**src/sv/i2c_master_bit_engine_assert.svh**
```systemverilog
// Assertion macros for the I2C master bit engine.
// Each macro expects a clock named clk and a synchronous reset named rst.
`ifndef I2C_MASTER_BIT_ENGINE_ASSERT_SVH
`define I2C_MASTER_BIT_ENGINE_ASSERT_SVH

// Check a condition at every clock edge outside reset.
`define I2CMBE_ASSERT_NOW(label, prop, msg) \
  label: assert property (@(posedge clk) disable iff (rst) (prop)) else $error(msg);

// Check a consequence in the cycle after its trigger.
`define I2CMBE_ASSERT_NEXT(label, ante, cons, msg) \
  label: assert property (@(posedge clk) disable iff (rst) (ante) |=> (cons)) else $error(msg);

`endif

```
**src/sv/i2cmbe_pkg.sv**
```systemverilog
// Shared types and constants for the I2C master bit engine.
// No dependencies.
`default_nettype none

package i2cmbe_pkg;

  typedef enum logic [2:0] {
    OP_START = 3'd0,
    OP_STOP  = 3'd1,
    OP_WRITE = 3'd2,
    OP_WAIT  = 3'd3,
    OP_READ  = 3'd4
  } opcode_t;

  localparam int unsigned REG_W     = 16;
  localparam logic [REG_W-1:0] HALF_PERIOD_RESET = 16'd100;
  localparam logic [REG_W-1:0] ACK_TIMEOUT_RESET = 16'd2000;
  localparam logic [3:0] BITS_PER_BYTE = 4'd8;

  typedef enum logic {
    REG_HALF_PERIOD = 1'b0,
    REG_ACK_TIMEOUT = 1'b1
  } reg_index_t;

endpackage

`default_nettype wire

```
**src/sv/i2c_master_bit_engine.sv**
```systemverilog
// I2C master bit engine: byte-level command sequencer, one tick per input item.
// Depends on i2cmbe_pkg and i2c_master_bit_engine_assert.svh.
// Results are registered: an accepted item gives its result item in the next cycle.
// Throughput: one item per cycle; the only limit is the single output
//   register, so input is stalled only while a result waits to be taken.
// Reset: synchronous, active high; engine idle, SCL and SDA driven high,
//   half period 100 ticks, ack timeout 2000 ticks, no result pending.
`default_nettype none

`include "i2c_master_bit_engine_assert.svh"

module i2c_master_bit_engine (
  input  logic        clk,
  input  logic        rst,
  // tick input channel
  input  logic        in_valid,
  output logic        in_ready,
  input  logic        cmd_valid,
  input  logic [2:0]  opcode,
  input  logic [7:0]  tx_byte,
  input  logic        ack_after_read,
  input  logic        sda_in,
  // result channel
  output logic        out_valid,
  input  logic        out_ready,
  output logic        scl_level,
  output logic        sda_level,
  output logic        sda_drive_enable,
  output logic        busy_res,
  output logic        done_res,
  output logic [7:0]  rx_byte,
  output logic        ack_error,
  // configuration port
  input  logic        psel,
  input  logic        penable,
  input  logic        pwrite,
  input  logic [2:0]  paddr,
  input  logic [31:0] pwdata,
  output logic [31:0] prdata,
  output logic        pready
);

  import i2cmbe_pkg::*;

  typedef enum logic [3:0] {
    PH_IDLE = 4'd0,
    PH_ST_A = 4'd1,
    PH_ST_B = 4'd2,
    PH_SP_A = 4'd3,
    PH_SP_B = 4'd4,
    PH_WR_H = 4'd5,
    PH_WR_L = 4'd6,
    PH_WA_A = 4'd7,
    PH_WA_B = 4'd8,
    PH_WA_P = 4'd9,
    PH_RD_L = 4'd10,
    PH_RD_H = 4'd11,
    PH_AK_A = 4'd12,
    PH_AK_B = 4'd13
  } phase_t;

  // ---------------------------------------------------------------------
  // Configuration registers. Written between items, also in the middle of
  // a command; the new value applies from the next tick on.
  // ---------------------------------------------------------------------
  logic [REG_W-1:0] half_period;
  logic [REG_W-1:0] ack_timeout;
  reg_index_t       reg_sel;
  logic             cfg_write;

  assign pready    = 1'b1;
  assign reg_sel   = reg_index_t'(paddr[2]);
  assign cfg_write = psel && penable && pwrite && pready;

  always_ff @(posedge clk) begin
    if (rst) begin
      half_period <= HALF_PERIOD_RESET;
      ack_timeout <= ACK_TIMEOUT_RESET;
    end else if (cfg_write) begin
      case (reg_sel)
        REG_HALF_PERIOD: half_period <= pwdata[REG_W-1:0];
        REG_ACK_TIMEOUT: ack_timeout <= pwdata[REG_W-1:0];
        default: ;
      endcase
    end
  end

  always_comb begin
    case (reg_sel)
      REG_HALF_PERIOD: prdata = {{(32-REG_W){1'b0}}, half_period};
      REG_ACK_TIMEOUT: prdata = {{(32-REG_W){1'b0}}, ack_timeout};
      default:         prdata = '0;
    endcase
  end

  // ---------------------------------------------------------------------
  // Engine state. The output fields are the state itself, so they hold
  // while a result is stalled because no tick is accepted meanwhile.
  // ---------------------------------------------------------------------
  phase_t           phase, phase_next;
  logic [3:0]       bit_count, bit_count_next;
  logic [REG_W-1:0] tick_count, tick_count_next;
  logic [7:0]       shift_reg, shift_reg_next;
  logic [REG_W-1:0] wait_count, wait_count_next;
  logic             scl_reg, scl_reg_next;
  logic             sda_reg, sda_reg_next;
  logic             sda_oe_reg, sda_oe_reg_next;
  logic             ack_select, ack_select_next;
  logic             error_flag, error_flag_next;
  logic [7:0]       rx_hold, rx_hold_next;
  logic             done_reg, done_next;
  logic             result_valid;

  logic             tick;
  logic [REG_W:0]   tick_inc;
  logic             delay_over;
  logic [REG_W-1:0] tick_after;
  logic [REG_W:0]   wait_inc;
  logic [3:0]       bit_inc;

  // One output register: take a new tick unless a result waits and is not taken.
  assign in_ready = !result_valid || out_ready;
  assign tick     = in_valid && in_ready;

  // Half-period timer: a zero setting ends the delay on its first tick.
  assign tick_inc   = {1'b0, tick_count} + 1'b1;
  assign delay_over = tick_inc >= {1'b0, half_period};
  assign tick_after = delay_over ? '0 : tick_inc[REG_W-1:0];
  assign wait_inc   = {1'b0, wait_count} + 1'b1;
  assign bit_inc    = bit_count + 1'b1;

  always_comb begin
    phase_next      = phase;
    bit_count_next  = bit_count;
    tick_count_next = tick_count;
    shift_reg_next  = shift_reg;
    wait_count_next = wait_count;
    scl_reg_next    = scl_reg;
    sda_reg_next    = sda_reg;
    sda_oe_reg_next = sda_oe_reg;
    ack_select_next = ack_select;
    error_flag_next = error_flag;
    rx_hold_next    = rx_hold;
    done_next       = 1'b0;

    case (phase)
      PH_IDLE: begin
        // Accept a command only with a known opcode; others leave us idle.
        if (cmd_valid && (opcode <= OP_READ)) begin
          tick_count_next = '0;
          error_flag_next = 1'b0;
          case (opcode_t'(opcode))
            OP_START: begin
              sda_oe_reg_next = 1'b1;
              sda_reg_next    = 1'b1;
              scl_reg_next    = 1'b1;
              phase_next      = PH_ST_A;
            end
            OP_STOP: begin
              sda_oe_reg_next = 1'b1;
              sda_reg_next    = 1'b0;
              scl_reg_next    = 1'b1;
              phase_next      = PH_SP_A;
            end
            OP_WRITE: begin
              // Drive the MSB right away with SCL high.
              sda_oe_reg_next = 1'b1;
              bit_count_next  = '0;
              sda_reg_next    = tx_byte[7];
              shift_reg_next  = {tx_byte[6:0], 1'b0};
              scl_reg_next    = 1'b1;
              phase_next      = PH_WR_H;
            end
            OP_WAIT: begin
              sda_oe_reg_next = 1'b0;
              sda_reg_next    = 1'b1;
              wait_count_next = '0;
              phase_next      = PH_WA_A;
            end
            default: begin
              sda_oe_reg_next = 1'b0;
              bit_count_next  = '0;
              shift_reg_next  = '0;
              ack_select_next = ack_after_read;
              scl_reg_next    = 1'b0;
              phase_next      = PH_RD_L;
            end
          endcase
        end
      end
      PH_ST_A: begin
        tick_count_next = tick_after;
        if (delay_over) begin
          sda_reg_next = 1'b0;
          phase_next   = PH_ST_B;
        end
      end
      PH_ST_B, PH_SP_B, PH_AK_B: begin
        tick_count_next = tick_after;
        if (delay_over) begin
          scl_reg_next = 1'b0;
          phase_next   = PH_IDLE;
          done_next    = 1'b1;
        end
      end
      PH_SP_A: begin
        tick_count_next = tick_after;
        if (delay_over) begin
          sda_reg_next = 1'b1;
          phase_next   = PH_SP_B;
        end
      end
      PH_WR_H: begin
        tick_count_next = tick_after;
        if (delay_over) begin
          scl_reg_next = 1'b0;
          phase_next   = PH_WR_L;
        end
      end
      PH_WR_L: begin
        tick_count_next = tick_after;
        if (delay_over) begin
          bit_count_next = bit_inc;
          if (bit_inc >= BITS_PER_BYTE) begin
            phase_next = PH_IDLE;
            done_next  = 1'b1;
          end else begin
            sda_reg_next   = shift_reg[7];
            shift_reg_next = {shift_reg[6:0], 1'b0};
            scl_reg_next   = 1'b1;
            phase_next     = PH_WR_H;
          end
        end
      end
      PH_WA_A, PH_AK_A: begin
        tick_count_next = tick_after;
        if (delay_over) begin
          scl_reg_next = 1'b1;
          phase_next   = (phase == PH_WA_A) ? PH_WA_B : PH_AK_B;
        end
      end
      PH_WA_B: begin
        tick_count_next = tick_after;
        if (delay_over) phase_next = PH_WA_P;
      end
      PH_WA_P: begin
        // Poll SDA with SCL high; on timeout flag the error and stop.
        if (!sda_in) begin
          scl_reg_next = 1'b0;
          phase_next   = PH_IDLE;
          done_next    = 1'b1;
        end else if (wait_inc > {1'b0, ack_timeout}) begin
          wait_count_next = '0;
          error_flag_next = 1'b1;
          sda_oe_reg_next = 1'b1;
          sda_reg_next    = 1'b0;
          scl_reg_next    = 1'b1;
          tick_count_next = '0;
          phase_next      = PH_SP_A;
        end else begin
          wait_count_next = wait_inc[REG_W-1:0];
        end
      end
      PH_RD_L: begin
        tick_count_next = tick_after;
        if (delay_over) begin
          // Sample SDA on the tick SCL goes high.
          scl_reg_next   = 1'b1;
          shift_reg_next = {shift_reg[6:0], sda_in};
          phase_next     = PH_RD_H;
        end
      end
      PH_RD_H: begin
        tick_count_next = tick_after;
        if (delay_over) begin
          bit_count_next = bit_inc;
          scl_reg_next   = 1'b0;
          if (bit_inc >= BITS_PER_BYTE) begin
            rx_hold_next    = shift_reg;
            sda_oe_reg_next = 1'b1;
            sda_reg_next    = !ack_select;
            phase_next      = PH_AK_A;
          end else begin
            phase_next = PH_RD_L;
          end
        end
      end
      default: phase_next = PH_IDLE;
    endcase
  end

  always_ff @(posedge clk) begin
    if (rst) begin
      phase        <= PH_IDLE;
      bit_count    <= '0;
      tick_count   <= '0;
      shift_reg    <= '0;
      wait_count   <= '0;
      scl_reg      <= 1'b1;
      sda_reg      <= 1'b1;
      sda_oe_reg   <= 1'b1;
      ack_select   <= 1'b0;
      error_flag   <= 1'b0;
      rx_hold      <= '0;
      done_reg     <= 1'b0;
      result_valid <= 1'b0;
    end else begin
      // Advance the engine only on an accepted tick.
      if (tick) begin
        phase      <= phase_next;
        bit_count  <= bit_count_next;
        tick_count <= tick_count_next;
        shift_reg  <= shift_reg_next;
        wait_count <= wait_count_next;
        scl_reg    <= scl_reg_next;
        sda_reg    <= sda_reg_next;
        sda_oe_reg <= sda_oe_reg_next;
        ack_select <= ack_select_next;
        error_flag <= error_flag_next;
        rx_hold    <= rx_hold_next;
        done_reg   <= done_next;
      end
      // Hold the result until taken; each tick loads a fresh one.
      if (tick) begin
        result_valid <= 1'b1;
      end else if (out_ready) begin
        result_valid <= 1'b0;
      end
    end
  end

  assign out_valid        = result_valid;
  assign scl_level        = scl_reg;
  assign sda_level        = sda_reg;
  assign sda_drive_enable = sda_oe_reg;
  assign busy_res         = (phase != PH_IDLE);
  assign done_res         = done_reg;
  assign rx_byte          = rx_hold;
  assign ack_error        = error_flag;

  // ---------------------------------------------------------------------
  // Assertions
  // ---------------------------------------------------------------------
  `I2CMBE_ASSERT_NOW(a_done_idle, !done_reg || (phase == PH_IDLE),
    "done pulse while engine still busy")
  `I2CMBE_ASSERT_NOW(a_bit_count_range, bit_count <= BITS_PER_BYTE,
    "bit counter ran past one byte")
  `I2CMBE_ASSERT_NEXT(a_error_stops, tick && !error_flag && error_flag_next,
    phase == PH_SP_A && sda_oe_reg && !sda_reg && scl_reg,
    "ack timeout did not start a stop")
  `I2CMBE_ASSERT_NEXT(a_stall_holds, result_valid && !out_ready,
    $stable(phase) && $stable(tick_count) && $stable(done_reg),
    "engine advanced while a result was stalled")
  `I2CMBE_ASSERT_NEXT(a_done_scl_low, tick && done_next,
    !scl_reg && (phase == PH_IDLE),
    "command finished without releasing SCL low")

endmodule

`default_nettype wire
```
**config.mk**
```make
export PLATFORM = sky130hd
export DESIGN_NAME = i2c_master_bit_engine
export DESIGN_NICKNAME = d
export VERILOG_FILES = /design/src/sv/i2cmbe_pkg.sv /design/src/sv/i2c_master_bit_engine.sv
export VERILOG_INCLUDE_DIRS = /design/src /design/src/sv
export SDC_FILE = /design/constraint.sdc
export NUM_CORES = 1
export LEC_CHECK = 0
export BUFFER_PORTS_ARGS = -buffer_cell sky130_fd_sc_hd__buf_2
export CAP_MARGIN = 10
export CORE_MARGIN = 4
export CORE_UTILIZATION = 35
export CTS_BUF_LIST = sky130_fd_sc_hd__clkbuf_8
export DETAILED_ROUTE_END_ITERATION = 16
export HOLD_SLACK_MARGIN = 0.06
export MAX_ROUTING_LAYER = met4
export SLEW_MARGIN = 0
export SYNTH_ARGS = -nofsm -noshare
export SYNTH_HDL_FRONTEND = slang
export SYNTH_SLANG_ARGS = --single-unit
export TNS_END_PERCENT = 10
```
**constraint.sdc**
```tcl
create_clock -name clk -period 3.75 [get_ports clk]
set_clock_uncertainty 0.1 [all_clocks]
set_input_delay 0.1875 -clock clk [delete_from_list [all_inputs] [get_ports clk]]
set_output_delay 0.1875 -clock clk [all_outputs]
set_load 0.01 [all_outputs]
```
Word-level counts from Yosys, hierarchy flattened:

Cells that the tools add are included.

* $add $sub $neg: 3
* order comparisons: 4
* eq/ne operators: 38
* multiplexer cells: 71
* bitwise gates (word level): 2
* reduce and logical (&&, ||, !) cells: 41

Operators with widths (count)
* two-way mux 16 bit: 8
* one-hot mux 32 bit (2 select lines): 1
* two-way mux 4 bit: 15
* one-hot mux 16 bit (3 select lines): 1
* one-hot mux 4 bit (11 select lines): 1
* adder 16 x 1 -> 17 bit (second input constant): 2
* two-way mux 8 bit: 4
* != test 2 bit (second input constant): 16
* one-hot mux 16 bit (2 select lines): 1
* two-way mux 1 bit: 26
* == test 4 bit (second input constant): 6
* one-hot mux 8 bit (3 select lines): 1
* AND reduction 12 bit: 2
* AND reduction 5 bit: 4
* greater-or-equal comparator 17 x 16 -> 1 bit: 1
* > comparator 17 x 16 -> 1 bit: 1
* == test 4 x 3 -> 1 bit (second input constant): 4
* one-hot mux 4 bit (4 select lines): 1
* one-hot mux 8 bit (2 select lines): 1
* AND reduction 7 bit: 2
* OR reduction 12 bit: 1
* OR reduction 3 bit: 4
* two-way mux 3 bit: 3
* one-hot mux 1 bit (3 select lines): 3
* 31 further kinds: 50

* register bits: 95
* bits of input ports: 56
* output and inout port bits: 49

Longest topological paths before layout:

* word-level depth: 5
* depth in mapped cells: 15
* depth with buffers taken out: 14

Worst setup path after synthesis:

OpenSTA, ideal clock, no wires.

* path type: register to register
* start: register wait_count[2]
* end: register wait_count[13]
* data arrival time: 3484 ps
* required time: 3575 ps
* setup slack: 91 ps
* cell stages (with the launch flop): 16
* path buffers: 1
* cells stage by stage: dfxtp_1 nand3_1 nor3_1 and3_1 nand3_1 and2_1 or2_2 ha_1 a21oi_1 and3_1 nor3b_1 a211oi_4 nor4_4 buf_6 nand2_2 a31oi_2

* cells in the longest elaborated chain, start to end: 5

RTL lines
* from (decl): RTL line i2c_master_bit_engine.sv:104 `logic [REG_W-1:0] wait_count, wait_count_next;`
* from (signal assigned): RTL line i2c_master_bit_engine.sv:314 `wait_count <= wait_count_next;`
* adder 16 x 1 -> 17 bit *: RTL line i2c_master_bit_engine.sv:129 `assign wait_inc = {1'b0, wait_count} + 1'b1;`
* > comparator 17 x 16 -> 1 bit: RTL line i2c_master_bit_engine.sv:252 `end else if (wait_inc > {1'b0, ack_timeout}) begin`
* two-way mux 16 bit *: RTL line i2c_master_bit_engine.sv:252
* two-way mux 16 bit *: RTL line i2c_master_bit_engine.sv:248 `if (!sda_in) begin`
* one-hot mux 16 bit (2 select lines) *: RTL line i2c_master_bit_engine.sv:146 `case (phase)`

Every way passes the cells marked *; elsewhere a longest branch is shown, timed or not. The select of a mux whose other input is x is not followed.
A chain may end at the register's enable or synchronous reset.

Worst setup path in the final report:

* start: register tick_count[2]
* end: register shift_reg[3]

* cells in the longest elaborated chain, start to end: 4
* elaborated cells between the ends (all ways): 5
* those cells by class: add/sub: 1; order compare: 1; eq/ne: 2; reduce/logical: 1

RTL lines
* from (decl): RTL line i2c_master_bit_engine.sv:102 `logic [REG_W-1:0] tick_count, tick_count_next;`
* from (signal assigned): RTL line i2c_master_bit_engine.sv:312 `tick_count <= tick_count_next;`
* adder 16 x 1 -> 17 bit *: RTL line i2c_master_bit_engine.sv:126 `assign tick_inc = {1'b0, tick_count} + 1'b1;`
* greater-or-equal comparator 17 x 16 -> 1 bit *: RTL line i2c_master_bit_engine.sv:127 `assign delay_over = tick_inc >= {1'b0, half_period};`
* != test 2 bit (no source line)
* AND reduction 7 bit (no source line) *
* to (signal assigned): RTL line i2c_master_bit_engine.sv:313 `shift_reg <= shift_reg_next;`
* to (decl): RTL line i2c_master_bit_engine.sv:103 `logic [7:0] shift_reg, shift_reg_next;`

Every way passes the cells marked *; elsewhere a longest branch is shown, timed or not.

==> reports/metrics.yaml <==
whs_ns: 0.1376
crit_path_start_kind: "flip-flop"
clk_latency_ns: 0.40
initialDrtViolationCount: 480
drv_cap: 0
io_buffers: 69
netlist.area_leader.share: 0.3067
yosysWarnings: 0
htree_levels: 3
worstPathRequired_ns: 3.90
arrival_ns: 3.72
wl_per_cell_um: 14.94
placed_cells: 1092
drive_gt1_frac: 0.2203
initial_core_util: 0.3573
final_nets: 1003
hp-start: "out_ready"
power.total_mw: 2.823
critPathBufInv: 2
routed_wl_um: 17060
die_h_um: 141.1
rows: 48
synth_edf_count: 0
grt_max_degree: 52
routed_via_density: 5.248
numCtsBuffers: 9
dieArea_um2: 19910
timing.rr.start: "tick_count[2]$_SDFFE_PP0P_"
die_w_um: 141.1
period_needed_ns: 3.572
clk_pin_slew_worst_paths_ns: 0.11
vias: 5993
path_max_fanout: 15
slew_violations: 0
max_freq_mhz: 280.0
cts_tree: "done"
netlist_area_um2: 6201
power.static_leakage_nw: 3.063
power_density_nw_per_um2: 373.8
layout_common_cells: "121 x nand2_1, 92 x dfxtp_1, 81 x a21oi_1, 68 x buf_2, 60 x nor2_1"
synth_ff_type: "dfxtp_1"
fin_area_um2: 7553
tightest_slew_ns: 0.7633
grt_antenna_before_repair: 0
worstSetupStartpoint: "tick_count[2]$_SDFFE_PP0P_"
grt_pass1_vias: 5426
path_depth: 14
post_dp_cell_area_um2: 6865
drc: 0
antennaDiodeCount: 0
cpMaxStageDelayCell: "a2111oi_2"
post_layout_nonfiller_instances: 1142
async_flop_share: 0
r2r_setup_slack_ns: 0.18
clock_sinks: 95
core_area_um2: 17360
synth-seq-area-share: 0.3067
boundaryPins: 105
crit_chain: "nand2_1 > or2_2 > nor2_1 > xor2_1 > ha_1 > nand4_1 > nor3_1 > a2111oi_2 > o311ai_4 > buf_4 > o211ai_2 > buf_4 > a21o_1 > a21oi_1"
grt_use_total: 0.1728
layout_commonest_cell: "nand2_1"
status: "completed"
gp_congestion: 0.8316
avgSynthCellArea_um2: 7.674
ir_drop_mv: 0.2980
firstDrtPassIters: 5
syn2layout_area_growth_pct: 21.81
synth_area_leaders: "dfxtp_1 31%, nand2_1 7.5%, ha_1 7.1%"
critPathKind: "flip-flop to flip-flop"
synthCells: 808
r2r.worst_path.cells: 14
yosysTopAreaCell: "dfxtp_1"
rsz0062_at_grt: "yes"
hp-class: "input pin to flip-flop"
grt_pass1_wl_um: 27420
final.period_utilization: 0.9525
endpoint: "shift_reg[3]$_SDFFE_PP0P_"
finalHoldViolations: 0
clk_path_buf_depth: 2
cts_root_buf: "clkbuf_8"
yosysUniqueCellTypes: 73
grt_overflow: 0
crit_top_cell: "buf_4"
drtAntennaViolNets: 0
crit_family: "compound AO/OA/AOI/OAI gates"
dp_hpwl_um: 12010
end_kind: "flip-flop"
setup_viol: 0
ys_seq_elements: 95
r2r-end: "shift_reg[3]$_SDFFE_PP0P_"
critPathMaxStageDelay_ns: 0.50
max-slew-margin-rel: 0.4869
through the flow:
| step | setup TNS (ns) | setup slack [ns] | util |
|---|---|---|---|
| 6_report | 0 | 0.1782 | 0.4352 |
| 5_1_grt | -0.4126 | -0.06836 | 0.4352 |
| 4_1_cts | -0.05306 | -0.04689 | 0.4224 |
| 3_5_place_dp | -0.6958 | -0.07676 | 0.3955 |
| 3_3_place_gp | -0.04753 | -0.01304 | 0.3955 |
| 2_1_floorplan | 0 | 0.09093 | - |
worst register-to-register path, delay by kind of cell, from the launching register on:
kind | cells | cell delay, ns
AO/OA/AOI/OAI | 5 | 1.01
AND/OR/NAND/NOR | 5 | 0.92
flip-flops | 1 | 0.45
buffers and inverters | 2 | 0.43
adder cells (fa/ha/maj) | 1 | 0.28
XOR/XNOR | 1 | 0.23
power by group:
| part | internal [mW] | total, mW | switching (mW) |
|---|---|---|---|
| registers | 1.05 | 1.10 | 0.0505 |
| logic | 0.406 | 1.04 | 0.632 |
| clock network | 0.256 | 0.687 | 0.432 |
| total | 1.71 | 2.82 | 1.11 |
timing repair:
| action | in CTS | in global routing |
|---|---|---|
| setup buffers | 1 | 7 |
| hold buffers | 25 | 0 |
| cloned | 0 | 1 |
| hold endpoints to repair | 42 | 0 |
| endpoints found under the setup margin | 24 | 60 |
| resized for setup | 1 | 32 |
| pin swaps | 1 | 18 |
Yosys cell counts (4+ instances only):
cell type and instances:
clkbuf_1 27, nand2_1 124, or2_2 8, nor3_1 16, buf_4 18, buf_2 8, inv_1 41, o21ai_1 5
a22oi_1 8, nand2b_1 4, a21oi_1 81, dfxtp_1 95, a21oi_2 8, nor2b_1 11, o21ai_0 42, ha_1 35
o21ai_2 8, nor2_1 62, xor2_1 9, nand3_1 41, xnor2_1 16, nand4b_1 5, a211o_1 9, nand4_1 14
mux2i_1 13, and3_1 11, a21o_1 12, and2_1 6, a211oi_1 5
kinds of logic (layout without fill, tap and decap cells):
family	after synthesis	in the layout	share of synthesized area
AOI/OAI and AO/OA	209	209	0.2258
xor gates and xnor gates	25	25	0.03531
adders and majority gates	35	35	0.07062
buffers and inverters	98	192	0.07304
DFF	95	95	0.3067
muxes	14	14	0.02280
other	2	17	0.001211
and+or+nand+nor	330	330	0.2645
area by class of cell:
| type | count | area [µm²] |
|---|---|---|
| Sequential cell | 95 | 1908 |
| Inverter | 41 | 153.9 |
| Timing Repair Buffer | 135 | 973.4 |
| Clock buffer | 9 | 123.9 |
| Tap cell | 225 | 281.5 |
| Multi-Input combinational cell | 630 | 4050 |
| Fill cell | 1773 | 9803 |
| Clock inverter | 7 | 62.56 |
per-layer routing:
layer	vias to the layer above	track usage	share of wire	wire (µm)
li1	3017	-	-	-
met1	2783	0.2378	0.47	8104
met2	168	0.2626	0.45	7725
met3	25	0.03053	0.055	944
met4	0	0.04488	0.017	289
met5	-	-	0	0
how the worst min path moves through the flow:
stage	endpoint	slack [ns]	depth (start not counted)
CTS	ack_select$_SDFFE_PP0P_	0.12	5
global route	out_valid$_SDFFE_PP0P_	0.15	3
global placement	half_period[2]$_SDFFE_PP1P_	0.32	2
finish	out_valid$_SDFFE_PP0P_	0.14	3
detailed placement	ack_timeout[8]$_SDFFE_PP1P_	0.32	2
floorplan	ack_timeout[4]$_SDFFE_PP1P_	0.21	1
(Power assumes the default switching activity.)
